--- config.mk ---
export PLATFORM = sky130hd
export DESIGN_NAME = stepper_ramp_step_generator_flat
export DESIGN_NICKNAME = d
export VERILOG_FILES = /design/src/rtl/core/srsg_pkg.sv /design/src/rtl/core/srsg_in_if.sv /design/src/rtl/core/srsg_out_if.sv /design/src/rtl/core/srsg_cfg_if.sv /design/src/rtl/core/srsg_div.sv /design/src/rtl/core/srsg_ctrl.sv /design/src/rtl/core/srsg_dp.sv /design/src/rtl/core/stepper_ramp_step_generator.sv /design/src/flat_wrapper.sv
export SDC_FILE = /design/constraint.sdc
export NUM_CORES = 2
export LEC_CHECK = 0
export ABC_AREA = 0
export BUFFER_PORTS_ARGS = -buffer_cell sky130_fd_sc_hd__buf_4
export CAP_MARGIN = 20
export CORE_ASPECT_RATIO = 0.8
export CORE_UTILIZATION = 44
export CTS_CLUSTER_SIZE = 28
export DETAILED_ROUTE_END_ITERATION = 16
export MAX_ROUTING_LAYER = met4
export PLACE_DENSITY = 0.57
export REMOVE_ABC_BUFFERS = 1
export SYNTH_ARGS = -nofsm -noshare
export SYNTH_HDL_FRONTEND = slang
export SYNTH_SLANG_ARGS = --single-unit
--- constraint.sdc ---
create_clock -name clk -period 28.1 [get_ports clk]
set_clock_uncertainty 0.2 [all_clocks]
set_input_delay 8.43 -clock clk [delete_from_list [all_inputs] [get_ports clk]]
set_output_delay 8.43 -clock clk [all_outputs]
set_load 0.02 [all_outputs]
--- src/rtl/core/srsg_pkg.sv ---
// Package for the stepper ramp step generator.
// Holds word types, codes, fixed widths and the controller/datapath link types.
// No dependencies.
package srsg_pkg;

  localparam int STEP_COUNT_BITS  = 22;
  localparam int MIN_INTERVAL_US  = 60;
  localparam int TICKS_PER_SECOND = 1000000;
  localparam int SPEED_FRAC_BITS  = 16;

  localparam int RATE_W  = 15;
  localparam int ACCEL_W = 20;
  localparam int RUNMS_W = 22;
  localparam int INTV_W  = 20;
  localparam int SPEED_W = 32;
  localparam int ELAP_W  = 32;
  localparam int CFG_IDX_W  = 3;
  localparam int CFG_DATA_W = 22;

  localparam int DVD_W = 56;
  localparam int DSR_W = 32;
  localparam int DIV_CNT_W = 6;

  localparam logic [1:0] KIND_TICK  = 2'd0;
  localparam logic [1:0] KIND_START = 2'd1;
  localparam logic [1:0] KIND_STOP  = 2'd2;

  localparam logic [CFG_IDX_W-1:0] REG_MAX_RATE = 3'd0;
  localparam logic [CFG_IDX_W-1:0] REG_MIN_RATE = 3'd1;
  localparam logic [CFG_IDX_W-1:0] REG_ACCEL    = 3'd2;
  localparam logic [CFG_IDX_W-1:0] REG_INVERT   = 3'd3;
  localparam logic [CFG_IDX_W-1:0] REG_HOLD     = 3'd4;
  localparam logic [CFG_IDX_W-1:0] REG_RUN_MS   = 3'd5;

  localparam logic [3:0] OP_NONE    = 4'd0;
  localparam logic [3:0] OP_CAPTURE = 4'd1;
  localparam logic [3:0] OP_FAULT   = 4'd2;
  localparam logic [3:0] OP_TICK    = 4'd3;
  localparam logic [3:0] OP_MUL     = 4'd4;
  localparam logic [3:0] OP_SPEED   = 4'd5;
  localparam logic [3:0] OP_INTV    = 4'd6;
  localparam logic [3:0] OP_ENDCHK  = 4'd7;
  localparam logic [3:0] OP_BEGIN   = 4'd8;
  localparam logic [3:0] OP_SINTV   = 4'd9;
  localparam logic [3:0] OP_DECEL   = 4'd10;
  localparam logic [3:0] OP_END     = 4'd11;
  localparam logic [3:0] OP_RESULT  = 4'd12;

  localparam logic [1:0] DIV_DELTA = 2'd0;
  localparam logic [1:0] DIV_INTV  = 2'd1;
  localparam logic [1:0] DIV_START = 2'd2;
  localparam logic [1:0] DIV_DECEL = 2'd3;

  typedef struct packed {
    logic [1:0]                 kind;
    logic [STEP_COUNT_BITS-1:0] step_count;
    logic                       forward;
  } in_word_t;

  typedef struct packed {
    logic                       step_pulse;
    logic                       dir_level;
    logic                       driver_enable;
    logic                       busy_res;
    logic                       start_accepted;
    logic                       fault_timeout;
    logic [STEP_COUNT_BITS-1:0] steps_done;
    logic [STEP_COUNT_BITS-1:0] steps_left;
  } out_word_t;

  typedef struct packed {
    logic [3:0] op;
    logic       div_start;
    logic [1:0] div_sel;
  } cmd_t;

  typedef struct packed {
    logic [1:0] kind;
    logic       moving;
    logic       n_zero;
    logic       timeout;
    logic       stepped;
    logic       accel_zero;
    logic       div_done;
    logic       out_busy;
  } sts_t;

endpackage

--- src/rtl/core/srsg_in_if.sv ---
// Input channel of the stepper ramp step generator.
// Depends on srsg_pkg.
interface srsg_in_if;
  logic                valid;
  logic                ready;
  srsg_pkg::in_word_t  data;
  modport source (output valid, output data, input ready);
  modport sink (input valid, input data, output ready);
endinterface

--- src/rtl/core/srsg_out_if.sv ---
// Result channel of the stepper ramp step generator.
// Depends on srsg_pkg.
interface srsg_out_if;
  logic                valid;
  logic                ready;
  srsg_pkg::out_word_t data;
  modport source (output valid, output data, input ready);
  modport sink (input valid, input data, output ready);
endinterface

--- src/rtl/core/srsg_cfg_if.sv ---
// Configuration write channel of the stepper ramp step generator.
// Depends on srsg_pkg.
interface srsg_cfg_if;
  logic                                valid;
  logic                                ready;
  logic [srsg_pkg::CFG_IDX_W-1:0]      index;
  logic [srsg_pkg::CFG_DATA_W-1:0]     data;
  modport source (output valid, output index, output data, input ready);
  modport sink (input valid, input index, input data, output ready);
endinterface

--- src/rtl/core/srsg_div.sv ---
// Shared restoring divider, one quotient bit per cycle.
// Depends on srsg_pkg.
module srsg_div (
  input  logic                        clk,
  input  logic                        rst,
  input  logic                        start,
  input  logic [srsg_pkg::DVD_W-1:0]  dividend,
  input  logic [srsg_pkg::DSR_W-1:0]  divisor,
  output logic                        busy,
  output logic                        done,
  output logic [srsg_pkg::DVD_W-1:0]  quotient
);
  import srsg_pkg::*;

  logic [DVD_W-1:0]     dvd;
  logic [DSR_W-1:0]     dsr;
  logic [DSR_W-1:0]     rem;
  logic [DIV_CNT_W-1:0] cnt;
  logic [DSR_W:0]       shifted;
  logic [DSR_W+1:0]     trial;

  assign shifted  = {rem, dvd[DVD_W-1]};
  assign trial    = {1'b0, shifted} - {2'b00, dsr};
  assign quotient = dvd;

  always_ff @(posedge clk) begin
    if (rst) begin
      busy <= 1'b0;
      done <= 1'b0;
      cnt  <= '0;
    end else begin
      done <= 1'b0;
      if (start) begin
        busy <= 1'b1;
        cnt  <= '0;
      end else if (busy) begin
        cnt <= cnt + 1'b1;
        if (cnt == DIV_CNT_W'(DVD_W - 1)) begin
          busy <= 1'b0;
          done <= 1'b1;
        end
      end
    end
  end

  always_ff @(posedge clk) begin
    if (start) begin
      dvd <= dividend;
      dsr <= divisor;
      rem <= '0;
    end else if (busy) begin
      if (!trial[DSR_W+1]) begin
        rem <= trial[DSR_W-1:0];
        dvd <= {dvd[DVD_W-2:0], 1'b1};
      end else begin
        rem <= shifted[DSR_W-1:0];
        dvd <= {dvd[DVD_W-2:0], 1'b0};
      end
    end
  end

endmodule

--- src/rtl/core/srsg_ctrl.sv ---
// Sequencing state machine of the stepper ramp step generator.
// Depends on srsg_pkg; drives srsg_dp through cmd_t and reads sts_t.
module srsg_ctrl (
  input  logic           clk,
  input  logic           rst,
  input  logic           in_valid,
  output logic           in_ready,
  input  srsg_pkg::sts_t sts,
  output srsg_pkg::cmd_t cmd
);
  import srsg_pkg::*;

  localparam logic [3:0] S_IDLE    = 4'd0;
  localparam logic [3:0] S_DECODE  = 4'd1;
  localparam logic [3:0] S_TICKCHK = 4'd2;
  localparam logic [3:0] S_DELTA   = 4'd3;
  localparam logic [3:0] S_DWAIT   = 4'd4;
  localparam logic [3:0] S_SPEED   = 4'd5;
  localparam logic [3:0] S_IDIV    = 4'd6;
  localparam logic [3:0] S_INTV    = 4'd7;
  localparam logic [3:0] S_ENDCHK  = 4'd8;
  localparam logic [3:0] S_SDIV    = 4'd9;
  localparam logic [3:0] S_SINTV   = 4'd10;
  localparam logic [3:0] S_ADIV    = 4'd11;
  localparam logic [3:0] S_SDECEL  = 4'd12;
  localparam logic [3:0] S_RESULT  = 4'd13;

  logic [3:0] state, state_next;
  logic [3:0] ret, ret_next;

  assign in_ready = (state == S_IDLE);

  always_comb begin
    state_next    = state;
    ret_next      = ret;
    cmd.op        = OP_NONE;
    cmd.div_start = 1'b0;
    cmd.div_sel   = DIV_DELTA;
    case (state)
      S_IDLE: begin
        if (in_valid) begin
          cmd.op     = OP_CAPTURE;
          state_next = S_DECODE;
        end
      end
      S_DECODE: begin
        state_next = S_RESULT;
        case (sts.kind)
          KIND_TICK: begin
            if (sts.moving && sts.timeout) begin
              cmd.op = OP_FAULT;
            end else if (sts.moving) begin
              cmd.op     = OP_TICK;
              state_next = S_TICKCHK;
            end
          end
          KIND_START: begin
            if (!sts.moving && !sts.n_zero) begin
              cmd.op     = OP_BEGIN;
              state_next = S_SDIV;
            end
          end
          KIND_STOP: cmd.op = OP_END;
          default: state_next = S_RESULT;
        endcase
      end
      S_TICKCHK: begin
        if (sts.stepped) begin
          cmd.op     = OP_MUL;
          state_next = S_DELTA;
        end else begin
          state_next = S_ENDCHK;
        end
      end
      S_DELTA: begin
        cmd.div_start = 1'b1;
        cmd.div_sel   = DIV_DELTA;
        ret_next      = S_SPEED;
        state_next    = S_DWAIT;
      end
      S_DWAIT: begin
        if (sts.div_done) state_next = ret;
      end
      S_SPEED: begin
        cmd.op     = OP_SPEED;
        state_next = S_IDIV;
      end
      S_IDIV: begin
        cmd.div_start = 1'b1;
        cmd.div_sel   = DIV_INTV;
        ret_next      = S_INTV;
        state_next    = S_DWAIT;
      end
      S_INTV: begin
        cmd.op     = OP_INTV;
        state_next = S_ENDCHK;
      end
      S_ENDCHK: begin
        cmd.op     = OP_ENDCHK;
        state_next = S_RESULT;
      end
      S_SDIV: begin
        cmd.div_start = 1'b1;
        cmd.div_sel   = DIV_START;
        ret_next      = S_SINTV;
        state_next    = S_DWAIT;
      end
      S_SINTV: begin
        cmd.op     = OP_SINTV;
        state_next = sts.accel_zero ? S_RESULT : S_ADIV;
      end
      S_ADIV: begin
        cmd.div_start = 1'b1;
        cmd.div_sel   = DIV_DECEL;
        ret_next      = S_SDECEL;
        state_next    = S_DWAIT;
      end
      S_SDECEL: begin
        cmd.op     = OP_DECEL;
        state_next = S_RESULT;
      end
      S_RESULT: begin
        if (!sts.out_busy) begin
          cmd.op     = OP_RESULT;
          state_next = S_IDLE;
        end
      end
      default: state_next = S_IDLE;
    endcase
  end

  always_ff @(posedge clk) begin
    if (rst) begin
      state <= S_IDLE;
      ret   <= S_IDLE;
    end else begin
      state <= state_next;
      ret   <= ret_next;
    end
  end

endmodule

--- src/rtl/core/srsg_dp.sv ---
// Datapath of the stepper ramp step generator: registers, move state, ramp math.
// Depends on srsg_pkg and srsg_div; commanded by srsg_ctrl.
module srsg_dp (
  input  logic                          clk,
  input  logic                          rst,
  input  srsg_pkg::cmd_t                cmd,
  output srsg_pkg::sts_t                sts,
  input  srsg_pkg::in_word_t            in_data,
  input  logic                          cfg_we,
  input  logic [srsg_pkg::CFG_IDX_W-1:0]  cfg_index,
  input  logic [srsg_pkg::CFG_DATA_W-1:0] cfg_data,
  output logic                          out_valid,
  input  logic                          out_ready,
  output srsg_pkg::out_word_t           out_data
);
  import srsg_pkg::*;

  localparam logic [DVD_W-1:0] TPS_Q = DVD_W'(TICKS_PER_SECOND) << SPEED_FRAC_BITS;
  localparam logic [9:0] TICKS_PER_MS = 10'(TICKS_PER_SECOND / 1000);

  localparam int RCP_S = 54;
  localparam int RCP_W = ACCEL_W + INTV_W + 51;
  localparam logic [71:0] RCP_NUM = 72'd1 << (SPEED_FRAC_BITS + RCP_S);
  localparam logic [50:0] RCP_K =
    51'((RCP_NUM + 72'(TICKS_PER_SECOND - 1)) / 72'(TICKS_PER_SECOND));

  logic [RATE_W-1:0]  max_rate, min_rate;
  logic [ACCEL_W-1:0] accel;
  logic               invert_dir, hold_enable;
  logic [RUNMS_W-1:0] max_run_ms;
  logic [ELAP_W-1:0]  limit;

  logic [1:0]                 kind;
  logic [STEP_COUNT_BITS-1:0] n_cap;
  logic                       fwd_cap;

  logic                       moving, fault_flag, drv_on, dir_out;
  logic [STEP_COUNT_BITS-1:0] left_count, done_count, decel_point;
  logic [SPEED_W-1:0]         speed_q16;
  logic [INTV_W-1:0]          interval_us, wait_us;
  logic [ELAP_W-1:0]          elapsed_us;
  logic                       step_flag, accepted;
  logic [2*RATE_W-1:0]        vmax2, vmin2;
  logic [ACCEL_W+INTV_W-1:0]  prod;

  logic [RATE_W-1:0]          r0;
  logic [STEP_COUNT_BITS-1:0] half;
  logic                       div_start, div_busy, div_done;
  logic [DVD_W-1:0]           div_dvd, quot;
  logic [DSR_W-1:0]           div_dsr;
  logic [DVD_W:0]             sp_down, sp_up, sp_clamp;
  logic [DVD_W:0]             lo, hi;
  logic [DVD_W-1:0]           q_min;
  logic [INTV_W-1:0]          q_sat, s_sat;
  logic [DVD_W-1:0]           ds;

  logic                       rcp_start, rcp_busy, rcp_done;
  logic [2:0]                 rcp_cnt;
  logic [19:0]                rcp_a;
  logic [16:0]                rcp_b;
  logic [36:0]                rcp_pp;
  logic [RCP_W-1:0]           rcp_term, rcp_acc;
  logic [DVD_W-1:0]           delta;

  assign r0   = (min_rate == '0) ? RATE_W'(1) : min_rate;
  assign half = n_cap >> 1;
  assign lo   = (DVD_W+1)'(r0) << SPEED_FRAC_BITS;
  assign hi   = (DVD_W+1)'(max_rate) << SPEED_FRAC_BITS;

  always_comb begin
    case (cmd.div_sel)
      DIV_INTV: begin
        div_dvd = TPS_Q;
        div_dsr = speed_q16;
      end
      DIV_START: begin
        div_dvd = DVD_W'(TICKS_PER_SECOND);
        div_dsr = DSR_W'(r0);
      end
      default: begin
        div_dvd = (vmax2 > vmin2) ? DVD_W'(vmax2 - vmin2) : '0;
        div_dsr = DSR_W'({accel, 1'b0});
      end
    endcase
  end

  assign div_start = cmd.div_start && (cmd.div_sel != DIV_DELTA);
  assign rcp_start = cmd.div_start && (cmd.div_sel == DIV_DELTA);

  srsg_div u_div (
    .clk      (clk),
    .rst      (rst),
    .start    (div_start),
    .dividend (div_dvd),
    .divisor  (div_dsr),
    .busy     (div_busy),
    .done     (div_done),
    .quotient (quot)
  );

  // The speed change accel * interval * 2^16 / 10^6 is a multiply by a scaled
  // reciprocal, built from six 20 by 17 bit partial products.
  // It is exact for every 40-bit product.
  always_comb begin
    rcp_a = rcp_cnt[0] ? prod[39:20] : prod[19:0];
    case (rcp_cnt[2:1])
      2'd0:    rcp_b = RCP_K[16:0];
      2'd1:    rcp_b = RCP_K[33:17];
      default: rcp_b = RCP_K[50:34];
    endcase
    rcp_pp = 37'(rcp_a) * 37'(rcp_b);
    case (rcp_cnt)
      3'd0:    rcp_term = RCP_W'(rcp_pp);
      3'd1:    rcp_term = RCP_W'(rcp_pp) << 20;
      3'd2:    rcp_term = RCP_W'(rcp_pp) << 17;
      3'd3:    rcp_term = RCP_W'(rcp_pp) << 37;
      3'd4:    rcp_term = RCP_W'(rcp_pp) << 34;
      default: rcp_term = RCP_W'(rcp_pp) << 54;
    endcase
  end

  always_ff @(posedge clk) begin
    if (rst) begin
      rcp_busy <= 1'b0;
      rcp_done <= 1'b0;
      rcp_cnt  <= '0;
    end else begin
      rcp_done <= 1'b0;
      if (rcp_start) begin
        rcp_busy <= 1'b1;
        rcp_cnt  <= '0;
      end else if (rcp_busy) begin
        rcp_cnt <= rcp_cnt + 1'b1;
        if (rcp_cnt == 3'd5) begin
          rcp_busy <= 1'b0;
          rcp_done <= 1'b1;
        end
      end
    end
  end

  always_ff @(posedge clk) begin
    if (rcp_start) rcp_acc <= '0;
    else if (rcp_busy) rcp_acc <= rcp_acc + rcp_term;
  end

  assign delta = DVD_W'(rcp_acc[RCP_W-1:RCP_S]);

  // Ramp step: accelerate toward the maximum rate, and decelerate once the remaining steps reach the braking point.
  always_comb begin
    sp_down = ((DVD_W+1)'(speed_q16) > {1'b0, delta}) ?
              (DVD_W+1)'(speed_q16) - {1'b0, delta} : '0;
    if (sp_down < lo) sp_down = lo;
    sp_up = (DVD_W+1)'(speed_q16) + {1'b0, delta};
    if (sp_up > hi) sp_up = hi;
    sp_clamp = (left_count <= decel_point) ? sp_down : sp_up;
    if (sp_clamp < lo) sp_clamp = lo;
    if (sp_clamp > (DVD_W+1)'({SPEED_W{1'b1}})) sp_clamp = (DVD_W+1)'({SPEED_W{1'b1}});
  end

  always_comb begin
    q_min = (quot < DVD_W'(MIN_INTERVAL_US)) ? DVD_W'(MIN_INTERVAL_US) : quot;
    q_sat = (q_min > DVD_W'({INTV_W{1'b1}})) ? {INTV_W{1'b1}} : q_min[INTV_W-1:0];
    s_sat = (quot > DVD_W'({INTV_W{1'b1}})) ? {INTV_W{1'b1}} : quot[INTV_W-1:0];
    ds = (quot == '0) ? DVD_W'(1) : quot;
    if (ds > DVD_W'(half)) ds = DVD_W'(half);
  end

  always_ff @(posedge clk) begin
    if (rst) begin
      max_rate    <= RATE_W'(2000);
      min_rate    <= RATE_W'(100);
      accel       <= ACCEL_W'(4000);
      invert_dir  <= 1'b0;
      hold_enable <= 1'b0;
      max_run_ms  <= RUNMS_W'(60000);
    end else if (cfg_we) begin
      case (cfg_index)
        REG_MAX_RATE: max_rate    <= cfg_data[RATE_W-1:0];
        REG_MIN_RATE: min_rate    <= cfg_data[RATE_W-1:0];
        REG_ACCEL:    accel       <= cfg_data[ACCEL_W-1:0];
        REG_INVERT:   invert_dir  <= cfg_data[0];
        REG_HOLD:     hold_enable <= cfg_data[0];
        REG_RUN_MS:   max_run_ms  <= cfg_data[RUNMS_W-1:0];
        default: ;
      endcase
    end
  end

  always_ff @(posedge clk) begin
    limit <= ELAP_W'(max_run_ms) * ELAP_W'(TICKS_PER_MS);
  end

  always_ff @(posedge clk) begin
    if (rst) begin
      moving      <= 1'b0;
      fault_flag  <= 1'b0;
      drv_on      <= 1'b0;
      dir_out     <= 1'b0;
      left_count  <= '0;
      done_count  <= '0;
      decel_point <= '0;
      speed_q16   <= '0;
      interval_us <= '0;
      wait_us     <= '0;
      elapsed_us  <= '0;
      step_flag   <= 1'b0;
      accepted    <= 1'b0;
      out_valid   <= 1'b0;
    end else begin
      if (cmd.op == OP_RESULT) out_valid <= 1'b1;
      else if (out_valid && out_ready) out_valid <= 1'b0;
      case (cmd.op)
        OP_CAPTURE: begin
          step_flag <= 1'b0;
          accepted  <= 1'b0;
        end
        OP_FAULT: begin
          fault_flag <= 1'b1;
          moving     <= 1'b0;
          left_count <= '0;
          if (!hold_enable) drv_on <= 1'b0;
        end
        OP_TICK: begin
          if (elapsed_us != {ELAP_W{1'b1}}) elapsed_us <= elapsed_us + 1'b1;
          if (left_count != '0) begin
            if (wait_us == '0) begin
              step_flag  <= 1'b1;
              left_count <= left_count - 1'b1;
              done_count <= done_count + 1'b1;
            end else begin
              wait_us <= wait_us - 1'b1;
            end
          end
        end
        OP_SPEED: speed_q16 <= sp_clamp[SPEED_W-1:0];
        OP_INTV: begin
          interval_us <= q_sat;
          wait_us     <= q_sat - 1'b1;
        end
        OP_END, OP_ENDCHK: begin
          if (cmd.op == OP_END || left_count == '0) begin
            moving     <= 1'b0;
            left_count <= '0;
            if (!hold_enable) drv_on <= 1'b0;
          end
        end
        OP_BEGIN: begin
          accepted   <= 1'b1;
          dir_out    <= fwd_cap ^ invert_dir;
          drv_on     <= 1'b1;
          left_count <= n_cap;
          done_count <= '0;
          speed_q16  <= SPEED_W'(r0) << SPEED_FRAC_BITS;
          wait_us    <= '0;
          elapsed_us <= '0;
          moving     <= 1'b1;
        end
        OP_SINTV: begin
          interval_us <= s_sat;
          if (accel == '0) decel_point <= half;
        end
        OP_DECEL: decel_point <= ds[STEP_COUNT_BITS-1:0];
        default: ;
      endcase
    end
  end

  always_ff @(posedge clk) begin
    if (cmd.op == OP_CAPTURE) begin
      kind    <= in_data.kind;
      n_cap   <= in_data.step_count;
      fwd_cap <= in_data.forward;
    end
    if (cmd.op == OP_BEGIN) begin
      vmax2 <= (2*RATE_W)'(max_rate) * (2*RATE_W)'(max_rate);
      vmin2 <= (2*RATE_W)'(r0) * (2*RATE_W)'(r0);
    end
    if (cmd.op == OP_MUL) prod <= (ACCEL_W+INTV_W)'(accel) * (ACCEL_W+INTV_W)'(interval_us);
    if (cmd.op == OP_RESULT) begin
      out_data.step_pulse     <= step_flag;
      out_data.dir_level      <= dir_out;
      out_data.driver_enable  <= drv_on;
      out_data.busy_res       <= moving;
      out_data.start_accepted <= accepted;
      out_data.fault_timeout  <= fault_flag;
      out_data.steps_done     <= done_count;
      out_data.steps_left     <= left_count;
    end
  end

  assign sts.kind       = kind;
  assign sts.moving     = moving;
  assign sts.n_zero     = (n_cap == '0);
  assign sts.timeout    = (elapsed_us > limit);
  assign sts.stepped    = step_flag;
  assign sts.accel_zero = (accel == '0);
  assign sts.div_done   = div_done || rcp_done;
  assign sts.out_busy   = out_valid && !out_ready;

  a_drv_while_moving: assert property (@(posedge clk) disable iff (rst)
    moving |-> drv_on) else $error("driver off during a move");
  a_fault_sticky: assert property (@(posedge clk) disable iff (rst)
    fault_flag |=> fault_flag) else $error("fault flag cleared");
  a_div_idle_start: assert property (@(posedge clk) disable iff (rst)
    div_start |-> !div_busy) else $error("divider restarted while busy");
  a_rcp_idle_start: assert property (@(posedge clk) disable iff (rst)
    rcp_start |-> !rcp_busy) else $error("speed change restarted while busy");

endmodule

--- src/rtl/core/stepper_ramp_step_generator.sv ---
// Stepper ramp step generator: each word is a microsecond tick, a move start
// or a stop, and gives one result word with the step pulse and move status.
// A stop, an unknown kind, a rejected start, an idle tick or a fault tick goes
// straight to its result; a stepping tick runs a reciprocal multiply for the
// speed change and one pass of the shared divider for the new interval, and an
// accepted start runs two divider passes, or one with zero acceleration. One
// word is processed at a time; a new result waits while the previous one has
// not been taken. Configuration writes are always accepted and must be done
// while no word is in flight.
module stepper_ramp_step_generator (
  input logic       clk,
  input logic       rst,
  srsg_in_if.sink   cmd,
  srsg_out_if.source res,
  srsg_cfg_if.sink  cfg
);
  import srsg_pkg::*;

  cmd_t ctl_cmd;
  sts_t dp_sts;

  assign cfg.ready = 1'b1;

  srsg_ctrl u_ctrl (
    .clk      (clk),
    .rst      (rst),
    .in_valid (cmd.valid),
    .in_ready (cmd.ready),
    .sts      (dp_sts),
    .cmd      (ctl_cmd)
  );

  srsg_dp u_dp (
    .clk       (clk),
    .rst       (rst),
    .cmd       (ctl_cmd),
    .sts       (dp_sts),
    .in_data   (cmd.data),
    .cfg_we    (cfg.valid),
    .cfg_index (cfg.index),
    .cfg_data  (cfg.data),
    .out_valid (res.valid),
    .out_ready (res.ready),
    .out_data  (res.data)
  );

endmodule

--- src/flat_wrapper.sv ---
// flat-port wrapper written by rule: the top's interface ports become plain ports
module stepper_ramp_step_generator_flat import srsg_pkg::*;
  (clk, rst, cmd_valid, cmd_data, cmd_ready, res_valid, res_data, res_ready, cfg_valid, cfg_index, cfg_data, cfg_ready);
  srsg_in_if cmd_i ();
  srsg_out_if res_i ();
  srsg_cfg_if cfg_i ();
  input logic clk;
  input logic rst;
  input wire logic [$bits(cmd_i.valid)-1:0] cmd_valid;
  input wire logic [$bits(cmd_i.data)-1:0] cmd_data;
  output wire logic [$bits(cmd_i.ready)-1:0] cmd_ready;
  output wire logic [$bits(res_i.valid)-1:0] res_valid;
  output wire logic [$bits(res_i.data)-1:0] res_data;
  input wire logic [$bits(res_i.ready)-1:0] res_ready;
  input wire logic [$bits(cfg_i.valid)-1:0] cfg_valid;
  input wire logic [$bits(cfg_i.index)-1:0] cfg_index;
  input wire logic [$bits(cfg_i.data)-1:0] cfg_data;
  output wire logic [$bits(cfg_i.ready)-1:0] cfg_ready;
  assign cmd_i.valid = cmd_valid;
  assign cmd_i.data = cmd_data;
  assign cmd_ready = cmd_i.ready;
  assign res_valid = res_i.valid;
  assign res_data = res_i.data;
  assign res_i.ready = res_ready;
  assign cfg_i.valid = cfg_valid;
  assign cfg_i.index = cfg_index;
  assign cfg_i.data = cfg_data;
  assign cfg_ready = cfg_i.ready;
  stepper_ramp_step_generator u_core (.clk(clk), .rst(rst), .cmd(cmd_i), .res(res_i), .cfg(cfg_i));
endmodule
==> summary by stage <==
Run status
The flow ran to the end, and the final reports show no timing, DRC or antenna violations.

Setup path
Of all nets on the critical path, the largest fanout is 58. STA classifies the critical path endpoint as a register. The slowest stage of the critical path belongs to the cell sky130_fd_sc_hd__o21ai_0. The type of the worst setup path is reg2reg. The cell type with the highest occurrence count on the critical path is sky130_fd_sc_hd__fa_1. On the worst path, the slowest cell contributes a delay of 0.58 ns.

The worst endpoint required time is 28.51 ns. For the worst setup path, the data arrival time is 13.39 ns. STA classifies the critical path startpoint as a register.

Global routing
The initial antenna violation count came to 17. The aggregate global-route resource usage is 0.2928. The maximum number of pins on one net before global-route repair is 71. The total grt overflow is 0. The wire length of the first global-routing pass is 400,700 um. The via count of the first global-routing pass is 64.17k.

Timing
Setup violations remaining at the end of the flow were counted as 0. The worst path needs 12.98 ns of the cycle, external delays included. Headroom to the max-slew limit came out at 0.1763. Setup repair after global routing left no endpoint under its margin.

The transition at the pin with the smallest max-transition slack is 1.236 ns. The highest clock frequency the design can meet is 77.05 MHz. The final number of max-transition violations was 0. The final-report hold violation count is 0. Setup total negative slack on the finished layout was measured at 0 ns. The part of the cycle the worst path needs is 0.4619. In the post-route analysis, the smallest setup slack over all paths is 15.12 ns.

Detailed routing
The count of nets left with antenna violations once routing finished came out at 0. The length of the first detailed-routing pass in iterations is 8. After detailed routing, the number of remaining DRC violations is 0.

For this block, the routed nets add up to 262,600 um of wire. The detail-routed net length per standard cell is 22.72 um. The via-per-instance ratio is 5.644. The initial detailed-routing violation count is 5,956. Detailed routing inserted a total of 65.23k vias.

Job
Across the run, the number of max-cap violations was 0.

CTS
The post-cts gate resize count is 0. In this run, post-CTS hold repair placed 0 buffers. The clock-pin slew on the worst setup and hold paths is 0.07 ns. The latest clock arrival within the worst-skew pair is 0.73 ns. The number of buffers inserted during clock tree synthesis is 81. The CTS root buffer is sky130_fd_sc_hd__clkbuf_16. TritonCTS built the clock tree.

No sink is reached through more buffers than the 3 on the longest clock path. The clock tree synthesis step divided the H-tree into 3 levels. The post-CTS setup-driven buffer insertion count is 0. The tree built by TritonCTS fans out to 685 sinks.

Finish
The final non-filler cell area is 0.08694 sq mm. The final net count is 10.92k. In the layout the commonest cells are sky130_fd_sc_hd__inv_1 (1,348), sky130_fd_sc_hd__fa_1 (927), sky130_fd_sc_hd__ha_1 (866).

The library cell used most frequently in the layout, excluding fill and tap cells, is sky130_fd_sc_hd__inv_1. The synthesis-to-layout area growth is 7.397%. In the final layout, the share of cells above drive strength 1 is 0.05418. The finished layout holds 11.56k standard cells, fillers aside. After filler insertion, the fill cell instance count of the layout stands at 17.61k.

Floorplan
The count of pins on the block boundary is 108. In this run the core area contains 140 standard-cell rows. The floorplan step defined a core boundary enclosing 0.1824 sq mm.

From bottom edge to top edge, the die measures 385.6 um. The area of the die is 0.1857 sq mm. In this run the horizontal extent of the chip is 481.6 um. For this configuration, the core starts out at a cell density of 0.4439.

Yosys
The largest total area in the synthesized netlist belongs to sky130_fd_sc_hd__fa_1. After synthesis the cells add up to 0.08095 sq mm. The synthesized flop and latch total is 685. The number of enable-type register cells in the synthesized netlist is 261.

Yosys attributes the largest share of cell area to sky130_fd_sc_hd__fa_1 (23%), sky130_fd_sc_hd__ha_1 (13%), sky130_fd_sc_hd__dfxtp_1 (10%). The count of yosys warnings during synthesis is 0. Synthesis produced 9,187 cells. The top-area cell type share of the netlist area is 0.2292. The distinct cell type count after synthesis is 101. The share of flip-flops with an asynchronous set or reset after synthesis is 0. The dominant register cell in the synthesized netlist is sky130_fd_sc_hd__dfxtp_1. The mean area per synthesized cell is 8.812 sq um.

The share of the Yosys chip area taken by registers is 0.2017.

Place
Buffers placed on the I/O ports in this run total 106. The HPWL after detailed placement is 208,700 um. OpenSTA, run right after detailed placement, puts the worst setup slack at 15.33 ns.

The last weighted congestion value of the routability-driven placer is 0.9913. The number of placed instances, taps included is 11.40k. The placed instance area is 0.08410 sq mm.

Hold path
The worst hold path class is reg2reg.
[worst paths after layout]
| kind | startpoint | endpoint | slack, ns | cells after the start |
|---|---|---|---|---|
| setup / recovery | u_core.u_dp.rcp_cnt[2] | u_core.u_dp.rcp_acc[89] | 15.12 | 41 |
| setup reg to reg | u_core.u_dp.rcp_cnt[2] | u_core.u_dp.rcp_acc[89] | 15.12 | 41 |
| hold / removal | u_core.u_dp.dir_out | u_core.u_dp.out_data[48] | 0.24 | 0 |
| hold reg to reg | u_core.u_dp.dir_out | u_core.u_dp.out_data[48] | 0.24 | 0 |
[kinds of logic after synthesis]
| family | synth area share |
|---|---|
| simple gates | 0.1536 |
| buf+inv | 0.08434 |
| fa+ha+maj | 0.3631 |
| compound gates | 0.1321 |
| flops | 0.2017 |
| xor+xnor | 0.04447 |
| mux | 0.02062 |
| other cells | 0.00009277 |
[metrics by stage]
stage | utilization | hold WS (ns)
detailed placement | 0.4612 | 0.2263
CTS | 0.4763 | 0.2415
finish | 0.4768 | 0.2377
global placement | 0.4612 | 0.2211
floorplan | - | 0.2019
global route | 0.4768 | 0.2527
[cells in the mapped netlist (13+ instances only)]
| cell type | count |
|---|---|
| sky130_fd_sc_hd__a222oi_1 | 15 |
| sky130_fd_sc_hd__a41oi_1 | 14 |
| sky130_fd_sc_hd__fa_1 | 927 |
| sky130_fd_sc_hd__o22ai_1 | 24 |
| sky130_fd_sc_hd__o21ai_0 | 284 |
| sky130_fd_sc_hd__a22oi_1 | 42 |
| sky130_fd_sc_hd__clkbuf_1 | 387 |
| sky130_fd_sc_hd__and2_1 | 227 |
| sky130_fd_sc_hd__a21oi_1 | 532 |
| sky130_fd_sc_hd__nand2_1 | 866 |
| sky130_fd_sc_hd__mux2i_1 | 154 |
| sky130_fd_sc_hd__nor3_1 | 156 |
| sky130_fd_sc_hd__a211o_1 | 21 |
| sky130_fd_sc_hd__o211ai_1 | 24 |
| sky130_fd_sc_hd__or4_1 | 13 |
| sky130_fd_sc_hd__inv_1 | 1349 |
| sky130_fd_sc_hd__or2_2 | 42 |
| sky130_fd_sc_hd__o31ai_1 | 40 |
| sky130_fd_sc_hd__and3_1 | 40 |
| sky130_fd_sc_hd__nand3_1 | 130 |
| sky130_fd_sc_hd__o221ai_1 | 16 |
| sky130_fd_sc_hd__nor2b_1 | 64 |
| sky130_fd_sc_hd__and4_1 | 16 |
| sky130_fd_sc_hd__ha_1 | 866 |
| sky130_fd_sc_hd__nand4_1 | 91 |
| sky130_fd_sc_hd__a21o_1 | 175 |
| sky130_fd_sc_hd__dfxtp_1 | 424 |
| sky130_fd_sc_hd__nand2b_1 | 86 |
| sky130_fd_sc_hd__nand3b_1 | 25 |
| sky130_fd_sc_hd__buf_1 | 25 |
| sky130_fd_sc_hd__nor4_1 | 57 |
| sky130_fd_sc_hd__a221oi_1 | 30 |
| sky130_fd_sc_hd__xnor2_1 | 253 |
| sky130_fd_sc_hd__o21bai_1 | 56 |
| sky130_fd_sc_hd__a211oi_1 | 93 |
| sky130_fd_sc_hd__nor2_1 | 777 |
| sky130_fd_sc_hd__xor2_1 | 158 |
| sky130_fd_sc_hd__a31oi_1 | 51 |
| sky130_fd_sc_hd__or3_1 | 56 |
| sky130_fd_sc_hd__edfxtp_1 | 261 |
| sky130_fd_sc_hd__inv_2 | 14 |
| sky130_fd_sc_hd__o21a_1 | 69 |
[layout make-up]
cell class	instances	area [sq um]	share of cell area
multi-input combinational	6699	57890	0.6659
sequential	685	16330	0.1879
inverter	1369	5141	0.05914
tap	2414	3020	0.03474
clock buffer	100	2201	0.02531
timing repair buffer	231	1777	0.02044
clock inverter	52	555.5	0.006390
antenna	8	20.02	0.0002303
[layer usage]
layer | wire [um] | GRT usage
met1 | 122600 | 0.4165
met2 | 114400 | 0.4340
met3 | 17650 | 0.03900
met4 | 7994 | 0.08209
met5 | 0 | -
[sequential cells by signal (all words and copies together), names as in the netlist, 29 cells and up]
register / count
u_core.u_dp.elapsed_us: 32
u_core.u_dp.limit: 29
u_core.u_dp.out_data: 50
u_core.u_dp.prod: 40
u_core.u_dp.rcp_acc: 91
u_core.u_dp.speed_q16: 32
u_core.u_dp.u_div.dsr: 32
u_core.u_dp.u_div.quotient: 56
u_core.u_dp.u_div.rem: 32
u_core.u_dp.vmax2: 29
u_core.u_dp.vmin2: 29
[worst max-delay path: cells and delay by family, from the launching register on]
family / cells / cell delay (ns)
xor+xnor: 1 / 0.45
fa+ha+maj: 8 / 4.13
compound gates: 16 / 4.34
buf+inv: 6 / 1.05
simple gates: 10 / 2.22
flops: 1 / 0.44
Power is left out: the tool's default activity adds up to more than one toggle a clock period on the data nets, which glitch-free logic cannot reach.
